**src/rtl/bfpv_pkg.sv**
```systemverilog
// shared types, constants and the cordic arctangent table for the body-frame
// velocity controller; no dependencies
package bfpv_pkg;

   localparam int CORDIC_STAGES = 16;
   localparam int MAX_STAGES    = 24;
   localparam int POS_WIDTH     = 16;
   localparam int STAGE_W       = $clog2(MAX_STAGES);
   localparam int NUM_STAGES    = (CORDIC_STAGES > MAX_STAGES) ? MAX_STAGES : CORDIC_STAGES;

   localparam int DIFF_W  = POS_WIDTH + 1;   // position error
   localparam int ANG_W   = 16;
   localparam int GAIN_W  = 16;
   localparam int OUT_W   = 24;
   localparam int CORD_W  = 32;               // q2.30 datapath

   localparam logic signed [CORD_W-1:0] X_INIT = 32'sh26DD3B6A;

   // gains, q4.12: about 0.2 and 0.8
   localparam logic [GAIN_W-1:0] LINEAR_GAIN_RST  = 16'd819;
   localparam logic [GAIN_W-1:0] ANGULAR_GAIN_RST = 16'd3277;

   localparam int CSR_IDX_W = 1;
   localparam logic [CSR_IDX_W-1:0] CSR_LINEAR_GAIN  = 1'd0;
   localparam logic [CSR_IDX_W-1:0] CSR_ANGULAR_GAIN = 1'd1;

   typedef struct packed {
      logic signed [ANG_W-1:0] actual_x;
      logic signed [ANG_W-1:0] actual_y;
      logic signed [ANG_W-1:0] actual_yaw;
      logic signed [ANG_W-1:0] target_x;
      logic signed [ANG_W-1:0] target_y;
      logic signed [ANG_W-1:0] target_yaw;
   } req_type;

   typedef struct packed {
      logic signed [OUT_W-1:0] fwd_cmd;
      logic signed [OUT_W-1:0] side_cmd;
      logic signed [OUT_W-1:0] turn_cmd;
   } rsp_type;

   typedef struct packed {
      logic signed [CORD_W-1:0] x;
      logic signed [CORD_W-1:0] y;
      logic signed [CORD_W-1:0] z;
   } cordic_type;

   // data riding along the rotation chain
   typedef struct packed {
      logic signed [DIFF_W-1:0] dx;
      logic signed [DIFF_W-1:0] dy;
      logic signed [ANG_W-1:0]  yaw_err;
      logic                     flip;
   } side_type;

   // atan(2^-i), 2^32 per turn, truncated
   function automatic logic signed [CORD_W-1:0] atan_entry(input logic [STAGE_W-1:0] idx);
      logic signed [CORD_W-1:0] v;
      case (idx)
         5'd0:    v = 32'sh20000000;
         5'd1:    v = 32'sh12E4051D;
         5'd2:    v = 32'sh09FB385B;
         5'd3:    v = 32'sh051111D4;
         5'd4:    v = 32'sh028B0D43;
         5'd5:    v = 32'sh0145D7E1;
         5'd6:    v = 32'sh00A2F61E;
         5'd7:    v = 32'sh00517C55;
         5'd8:    v = 32'sh0028BE53;
         5'd9:    v = 32'sh00145F2E;
         5'd10:   v = 32'sh000A2F98;
         5'd11:   v = 32'sh000517CC;
         5'd12:   v = 32'sh00028BE6;
         5'd13:   v = 32'sh000145F3;
         5'd14:   v = 32'sh0000A2F9;
         5'd15:   v = 32'sh0000517C;
         5'd16:   v = 32'sh000028BE;
         5'd17:   v = 32'sh0000145F;
         5'd18:   v = 32'sh00000A2F;
         5'd19:   v = 32'sh00000517;
         5'd20:   v = 32'sh0000028B;
         5'd21:   v = 32'sh00000145;
         5'd22:   v = 32'sh000000A2;
         5'd23:   v = 32'sh00000051;
         default: v = '0;
      endcase
      return v;
   endfunction

endpackage

```
**src/rtl/bfpv_cordic_cell.sv**
```systemverilog
// one rotation-mode cordic cell of the heading chain, with its own valid and
// load enable; depends on bfpv_pkg
module bfpv_cordic_cell import bfpv_pkg::*; (
   input  logic               clock,
   input  logic               reset,
   input  logic [STAGE_W-1:0] stage_idx,
   input  logic               in_valid,
   input  cordic_type         in_cord,
   input  side_type           in_side,
   output logic               take,
   input  logic               next_take,
   output logic               out_valid,
   output cordic_type         out_cord,
   output side_type           out_side
);

   logic       valid_ff;
   cordic_type cord_ff, cord_in;
   side_type   side_ff;

   logic signed [CORD_W-1:0] xs, ys, ang;

   // a cell loads when empty or when its content moves on
   assign take = !valid_ff || next_take;

   always_comb begin
      xs  = in_cord.x >>> stage_idx;
      ys  = in_cord.y >>> stage_idx;
      ang = atan_entry(stage_idx);
      if (!in_cord.z[CORD_W-1]) begin
         cord_in.x = in_cord.x - ys;
         cord_in.y = in_cord.y + xs;
         cord_in.z = in_cord.z - ang;
      end else begin
         cord_in.x = in_cord.x + ys;
         cord_in.y = in_cord.y - xs;
         cord_in.z = in_cord.z + ang;
      end
   end

   always_ff @(posedge clock) begin
      if (reset) begin
         valid_ff <= 1'b0;
      end else if (take) begin
         valid_ff <= in_valid;
      end
   end

   always_ff @(posedge clock) begin
      if (take) begin
         cord_ff <= cord_in;
         side_ff <= in_side;
      end
   end

   assign out_valid = valid_ff;
   assign out_cord  = cord_ff;
   assign out_side  = side_ff;

endmodule

```
**config.mk**
```make
export PLATFORM = sky130hd
export DESIGN_NAME = bfpv_cordic_cell
export DESIGN_NICKNAME = d
export VERILOG_FILES = /design/src/rtl/bfpv_pkg.sv /design/src/rtl/bfpv_cordic_cell.sv
export SDC_FILE = /design/constraint.sdc
export NUM_CORES = 1
export LEC_CHECK = 0
export ABC_AREA = 1
export BUFFER_PORTS_ARGS = -buffer_cell sky130_fd_sc_hd__buf_4
export CORE_MARGIN = 4
export CORE_UTILIZATION = 35
export CTS_BUF_LIST = sky130_fd_sc_hd__clkbuf_4
export CTS_CLUSTER_DIAMETER = 50
export DETAILED_ROUTE_END_ITERATION = 8
export REMOVE_ABC_BUFFERS = 1
export SLEW_MARGIN = 20
export SYNTH_ARGS = -nofsm -noshare
export SYNTH_HDL_FRONTEND = slang
export SYNTH_SLANG_ARGS = --single-unit
```
**constraint.sdc**
```tcl
create_clock -name clock -period 8.2 [get_ports clock]
set_input_delay 2.46 -clock clock [delete_from_list [all_inputs] [get_ports clock]]
set_output_delay 2.46 -clock clock [all_outputs]
set_load 0.05 [all_outputs]
```
Word level (Yosys, flattened, before mapping)
Memory sizes are Yosys's and may differ from the RTL's.
Cells that the tools add are included.
{"block": "word_totals", "mem_bits_ro": 960, "n_memories": 1, "reg_bits": 148}
{"memory": "(name not given)", "depth": 32, "width": 30, "rd": 1, "rd_ports_with_merged_regs": 0, "wr": 0, "line": "bfpv_pkg.sv:59", "text": "case (idx)"}
{"block": "classes", "n_reduce_logical": 2, "mux": 1, "shifts": 2, "add_sub_neg": 6}
{"cell": "32-bit adder", "n": 3}
{"cell": "96-bit 2-to-1 mux", "n": 1}
{"cell": "32-bit subtractor", "n": 3}
{"cell": "32-bit by 5-bit >>> shifter with 32-bit output", "n": 2}
{"cell": "1-bit zero test", "n": 1}
{"cell": "1-bit logical OR", "n": 1}

Depth between registers and ports, before layout
Gate-level depths: netlist of the first run.
{"block": "depth", "depth_word": 3, "ltp_mapped": 35, "depth_no_buf": 32}

Worst setup path after synthesis of the first run
Ideal clock, no wire load.
{"block": "synth_path", "path_kind": "input to output", "from": "input port next_take", "to": "output port take", "path_buffers": 0, "required_time_ps": 5740, "stages": 2, "arrival_ps": 5910, "setup_slack_ps": -170, "cell_sequence": "inv_1 -> nand2_1"}
{"block": "synth_between", "elab_chain_cells": 1}
{"item": "start, declared", "line": "bfpv_cordic_cell.sv:11", "text": "input logic next_take,"}
{"item": "1-bit logical OR", "line": "bfpv_cordic_cell.sv:24", "text": "assign take = !valid_ff || next_take;"}
{"item": "end, declared", "line": "bfpv_cordic_cell.sv:10", "text": "output logic take,"}
No other way between the ends.

==> key figures, run 1 <==
Global route
  – Global Route met1 Usage: between 20% and 30%
  – First-pass GRT wire length: slightly below 90000 um
  – Vias in the first global route: 16300
  – Grt met3 use: around 3.3%
  – Pin count of the biggest net entering global routing: 70
  – Most used routing layer in global routing: met2
  – GR Util met2: between 30% and 40%
  – Tot GR Track Use: ~23%
  – Remaining global-route overflow: 0
  – Initial antenna violation count: 2

Floorplanning
  – I/O pin total: between 300 and 400
  – Die Height: 223 um
  – Die area: slightly below 50000 um2
  – Num rows: ~80
  – Die W: 223 um
  – Core area: roughly 45000 um2
  – Starting Density: a little over a third

Yosys
  – Synth Register Bits: around 150
  – Post-synthesis cell type count: 51
  – Top post-synthesis cells by area: sky130_fd_sc_hd__edfxtp_1 (27%), sky130_fd_sc_hd__nand2_1 (18%), sky130_fd_sc_hd__nand3_1 (10%), sky130_fd_sc_hd__ha_1 (8.8%), sky130_fd_sc_hd__xor2_1 (5.5%)
  – Share of the yosys chip area belonging to registers: 27.5%
  – Most instantiated cells after synthesis: sky130_fd_sc_hd__nand2_1 (774), sky130_fd_sc_hd__nand3_1 (325), sky130_fd_sc_hd__inv_1 (175)
  – Fraction of synthesized cell area taken by the top area cell type: approximately 27%
  – Post-Syn Area per Cell: slightly below 7 um2
  – Most common cell in the netlist: sky130_fd_sc_hd__nand2_1
  – Synth Warn #: 0
  – Ys flop type: sky130_fd_sc_hd__edfxtp_1
  – Ys async rst share: 0%
  – Dominant cell type by area after synthesis: sky130_fd_sc_hd__edfxtp_1
  – Syn Std Cell Area: 16100 um2
  – Post-Syn Instances: between 2000 and 2500
  – Number of synthesized flops with an enable pin: between 100 and 150

Power and ir drop
  – Sw Ratio: between 50% and 60%
  – Clock power frac: approximately an eighth
  – Power per cell area: around 220 nW/um2
  – Leakage power total: ~9.4 nW
  – Comb pwr share: about three fifths
  – Maximum VDD drop: roughly 140 uV
  – Net switching power: about 2.2 mW
  – Design internal power: 2.03 mW
  – Fraction of power consumed by sequential logic: ~28%

Critical path
  – Arr. time, crit path: ~7 ns
  – Kind of cell adding the most delay to the critical path: simple AND/OR/NAND/NOR gates
  – Sort of element at the start of the critical path: primary input
  – Highest-delay cell along the critical path: sky130_fd_sc_hd__nor4_1
  – Data required time of the worst path: 8.62 ns
  – Endpoint class of the critical path: flip-flop
  – Worst flop-to-flop path startpoint: out_valid
  – Critical path buffers and inverters: 4
  – Largest fanout on the critical path: 34
  – Startpoint-to-endpoint class of the critical path: in -> reg
  – Maximum single-stage delay on the critical path: between 0.5 and 0.6 ns
  – Start point of the critical path: stage_idx[2]
  – Most common cell type on the critical path: sky130_fd_sc_hd__nand2_1

CTS
  – Number of buffers on the longest clock path: 2
  – H-tree depth reported by CTS: 4
  – CTS Hold Bufs: 0
  – Total of cells resized after clock tree synthesis: 0
  – Number of buffers created by CTS: 17
  – Number of setup buffers added after CTS: 0
  – Clock slew seen by the registers of the worst setup and hold paths: about 0.17 ns
  – CTS root buffer: sky130_fd_sc_hd__clkbuf_4
  – Number of sinks handled by clock tree synthesis: ~150
  – Source-to-sink clock delay at the later pin of the worst-skew pair: 0.66 ns
  – CTS tree: done

STA
  – Worst hold slack: ~1.1 ns
  – Worst-Margin Slew: a little over 0.8 ns
  – Final period utilization: 82.9%
  – Final count of hold timing violations: 0
  – Fin. max-slew vios: 0
  – Crit path time final: 6.80 ns
  – Final setup viols: 0
  – Post-route clock skew: around 0.024 ns
  – RSZ-0062 raised after global routing: no
  – Peak Freq: between 100 and 150 MHz
  – Normalized max-slew margin: 44.7%
  – Total Neg Setup Slack: 0 ns

Routing
  – Via count: about 17000
  – Routed Wire Length: 57600 um
  – Remaining antenna violation count after routing: 0
  – Post-route DRC: 0
  – Via density: 5.21
  – Detailed Routing Iterations Pass 1: 6
  – WL per Instance: ~18 um
  – Detailed Route Iter0 Violations: roughly 1600

Outcome
  – Run status: complete, no violations

Placed design
  – Post-detail-place hpwl: about 47000 um
  – Port Buffer Count: between 300 and 400
  – Post-place instance area: around 19000 um2
  – Final weighted congestion of routability-driven global placement: between 0.9 and 1

Cells and area
  – Layout area overhead: 19.2%
  – Multi-input gate area: roughly 10000 um2
  – Final design area excluding fillers: 19200 um2
  – Nets: between 2000 and 3000
  – Ratio of cells with drive above 1 in the final layout: 17.1%
  – Area used by sequential logic in the layout: approximately 4400 um2
  – Final-layout fill cell count: slightly below 5000

Hold path
  – Hold Startpoint: out_valid
  – Worst min-delay path class: reg -> reg

Flow run
  – Max-capacitance violation count: 0
[metal layers]
metal	routed length, um	vias up
met5	21	-
met2	27600	563
met4	1420	2
met3	3020	77
li1	-	8460
met1	25500	7863
[logic make-up after synthesis]
logic type | synth area share (%)
xor+xnor | 9.19
flops | 27.5
buf+inv | 7.61
simple gates | 36.1
compound gates | 10.4
fa+ha+maj | 9.15
[placed cells by master (no fill, tap or decap), types with 4 or more instances in the layout]
cell type,count
sky130_fd_sc_hd__o21ai_1,10
sky130_fd_sc_hd__nand2_1,773
sky130_fd_sc_hd__inv_1,175
sky130_fd_sc_hd__inv_8,4
sky130_fd_sc_hd__nor2_1,169
sky130_fd_sc_hd__xor2_2,7
sky130_fd_sc_hd__xor2_1,101
sky130_fd_sc_hd__clkinv_8,6
sky130_fd_sc_hd__o22ai_1,4
sky130_fd_sc_hd__nor2_4,4
sky130_fd_sc_hd__inv_2,31
sky130_fd_sc_hd__o21a_1,10
sky130_fd_sc_hd__nand4_1,14
sky130_fd_sc_hd__a21oi_1,131
sky130_fd_sc_hd__edfxtp_1,147
sky130_fd_sc_hd__o21ai_2,4
sky130_fd_sc_hd__xnor2_1,55
sky130_fd_sc_hd__o21ai_0,86
sky130_fd_sc_hd__nor2_2,22
sky130_fd_sc_hd__nand2_2,21
sky130_fd_sc_hd__nor4_1,6
sky130_fd_sc_hd__a211oi_1,6
sky130_fd_sc_hd__nand3_1,325
sky130_fd_sc_hd__nand3_2,6
sky130_fd_sc_hd__buf_4,321
sky130_fd_sc_hd__a21o_1,7
sky130_fd_sc_hd__clkbuf_4,17
sky130_fd_sc_hd__nor3_1,24
sky130_fd_sc_hd__a31oi_1,13
sky130_fd_sc_hd__ha_1,113
sky130_fd_sc_hd__o221ai_1,4
sky130_fd_sc_hd__o211ai_1,7
[cell type report]
type	instances	share of cell area (%)
Multi-Input combinational cell	1946	54.5
Sequential cell	148	23.1
Tap cell	600	3.91
Antenna cell	1	0.0130
Inverter	209	4.10
Clock buffer	17	0.665
Clock inverter	15	0.971
Timing Repair Buffer	323	12.8
[sequential cells by signal (all words and copies together), names as in the netlist]
register / flops
out_side: 51
out_cord: 96
out_valid: 1
[power groups by stage]
| stage | sequential (mW) | clock (mW) | combinational [mW] |
|---|---|---|---|
| 3_3_place_gp | 1.19 | 0 | 2.56 |
| 2_1_floorplan | 1.97 | 0 | 0.994 |
| 4_1_cts | 1.18 | 0.530 | 2.56 |
| 5_1_grt | 1.19 | 0.562 | 2.75 |
| 3_5_place_dp | 1.20 | 0 | 2.55 |
| 6_report | 1.17 | 0.499 | 2.55 |
[through the flow]
| stage | std cells | total power [mW] | utilization [%] | setup slack, ns |
|---|---|---|---|---|
| global route | 3259 | 4.51 | 42.2 | 0.964 |
| finish | 3259 | 4.22 | 42.2 | 1.40 |
| detailed placement | 3226 | 3.75 | 41.5 | 0.741 |
| floorplan | 2303 | 2.97 | - | -0.170 |
| CTS | 3258 | 4.27 | 42.2 | 1.51 |
| global placement | 3226 | 3.75 | 41.5 | 0.790 |
[path summary, 6_finish.rpt]
kind	slack [ns]	to	cells past startpoint
max reg2reg	6.21	out_cord[46]	2
min reg2reg	1.07	out_side[5]	1
min	1.07	out_side[5]	1
max	1.40	out_cord[61]	27
Power figures use the tool's default switching activity.
==> run 2: changes to the inputs <==
Clock period 8.2 ns to 7.1 ns, I/O delays scaled along.
==> run 2 against run 1 <==
Clock-buffer cell count is the same. Highest routed layer unchanged. Clock power grew 15%. Die area is the same. Sequential cell count is the same. Register-to-register slack lost 1.1 ns. Critical path depth is the same. Largest power group unchanged. Sequential power grew 15%.
==> key figures, run 2 (synthesis gave the netlist of run 1 again) <==
Outcome
  – Run status: complete, no violations

STA
  – Peak Freq: 156 MHz
  – Final setup viols: 0
  – Fin. max-slew vios: 0
  – Final count of hold timing violations: 0
  – Worst-Margin Slew: between 0.8 and 0.9 ns
  – Final period utilization: 90.5%
  – Crit path time final: 6.43 ns
  – RSZ-0062 raised after global routing: no
  – Post-route clock skew: around 0.029 ns
  – Normalized max-slew margin: between 40% and 50%
  – Total Neg Setup Slack: 0 ns

Routing
  – Via density: about 5.2
  – Detailed Routing Iterations Pass 1: 6
  – Remaining antenna violation count after routing: 0
  – Routed Wire Length: roughly 60000 um
  – Post-route DRC: 0
  – Via count: between 15000 and 20000
  – Detailed Route Iter0 Violations: ~1600
  – WL per Instance: ~18 um

CTS
  – H-tree depth reported by CTS: 4
  – Total of cells resized after clock tree synthesis: 0
  – Number of sinks handled by clock tree synthesis: around 150
  – CTS tree: done
  – Clock slew seen by the registers of the worst setup and hold paths: between 0.15 and 0.2 ns
  – Number of buffers created by CTS: 17
  – Source-to-sink clock delay at the later pin of the worst-skew pair: around 0.71 ns
  – Number of setup buffers added after CTS: 0
  – CTS root buffer: sky130_fd_sc_hd__clkbuf_4
  – CTS Hold Bufs: 0
  – Number of buffers on the longest clock path: 2

Power and ir drop
  – Post-layout power: 4.90 mW
  – Maximum VDD drop: roughly 160 uV
  – Power per cell area: around 250 nW/um2
  – Leakage power total: 9.51 nW

Cells and area
  – Non-filler cells in the finished layout: between 3000 and 4000
  – Most common library cell in the layout ignoring fill and taps: sky130_fd_sc_hd__nand2_1
  – Ratio of cells with drive above 1 in the final layout: between 10% and 20%
  – Number of flip-flops in the largest register: 96
  – Highest-count cells in the layout ignoring fill and taps: sky130_fd_sc_hd__nand2_1 (773), sky130_fd_sc_hd__buf_4 (332), sky130_fd_sc_hd__nand3_1 (325)
  – Layout area overhead: 20.1%
  – Nets: about 2900

Critical path
  – Maximum single-stage delay on the critical path: approximately 0.65 ns
  – Data required time of the worst path: 7.57 ns
  – Arr. time, crit path: roughly 6.9 ns
  – Most common cell type on the critical path: sky130_fd_sc_hd__nand2_1
  – Sort of element at the start of the critical path: primary input
  – Highest-delay cell along the critical path: sky130_fd_sc_hd__nor2_1
  – Kind of cell adding the most delay to the critical path: simple AND/OR/NAND/NOR gates
  – Largest fanout on the critical path: 46
  – Endpoint class of the critical path: flip-flop
  – Startpoint-to-endpoint class of the critical path: in -> reg
  – Critical path buffers and inverters: 4

Floorplanning
  – Num rows: slightly below 80
  – Core area: ~45000 um2
  – Die W: ~220 um
  – Die area: around 50000 um2
  – Die Height: ~220 um
  – Starting Density: a little over a third
  – I/O pin total: between 300 and 400

Global route
  – Remaining global-route overflow: 0
  – Vias in the first global route: between 15000 and 20000
  – GR Util met2: ~39%
  – Global Route met1 Usage: between 20% and 30%
  – Grt met3 use: roughly 4.0%
  – First-pass GRT wire length: 89600 um
  – Pin count of the biggest net entering global routing: 64
  – Most used routing layer in global routing: met2
  – Initial antenna violation count: 4
  – Tot GR Track Use: around 23%

Placed design
  – Final weighted congestion of routability-driven global placement: between 0.9 and 1
  – Port Buffer Count: between 300 and 400
  – Post-detail-place hpwl: about 48000 um
  – Total instance count after detailed placement: around 3200

Flow run
  – Max-capacitance violation count: 0

Hold path
  – Worst min-delay path class: reg -> reg
==> run 2: cell count changes in the layout (fill, tap and decap cells not counted), sizes merged <==
cell,change
clkinv,-3
clkinvlp,+1
diode,+5
inv,+2
buf,+14
==> run 2: power by group <==
part           internal (mW)  switching, mW  leakage (nW)  total [mW]
Combinational          0.909           2.06          7.82        2.97
Clock                  0.167          0.407         0.160       0.574
Sequential              1.29         0.0692          1.53        1.35
Total                   2.36           2.54          9.51        4.90
==> run 2: metrics by stage <==
step / util, % / area (um2) / setup slack, ns / hold slack (ns)
finish: 42.5 / 19300 / 0.674 / 1.06
global route: 42.5 / 19300 / 0.449 / 1.10
CTS: 42.5 / 19300 / 0.933 / 1.07
detailed placement: 41.8 / 19000 / 0.101 / 1.05
global placement: 41.8 / 19000 / 0.0964 / 1.04
floorplan: - / 15700 / -0.610 / 2.20
==> run 2: per-layer routing <==
layer  routed length [um]  share of wire, %
met2                28000                48
met5                   29             0.050
met1                25700                44
met3                 3350               5.7
met4                 1370               2.3
==> run 2: layout make-up <==
cell class | count | area (um2)
Tap cell | 600 | 751
Antenna cell | 6 | 15.0
Clock buffer | 17 | 128
Clock inverter | 15 | 175
Multi-Input combinational cell | 1946 | 10500
Fill cell | 4868 | 26100
Inverter | 209 | 787
Timing Repair Buffer | 337 | 2590
Sequential cell | 148 | 4430
==> run 2: final timing paths <==
check / from / endpoint / slack, ns / cells past startpoint
max: stage_idx[2] / out_cord[61] / 0.67 / 27
min: out_valid / out_side[27] / 1.06 / 1
max reg2reg: out_valid / out_cord[49] / 5.12 / 2
min reg2reg: out_valid / out_side[27] / 1.06 / 1
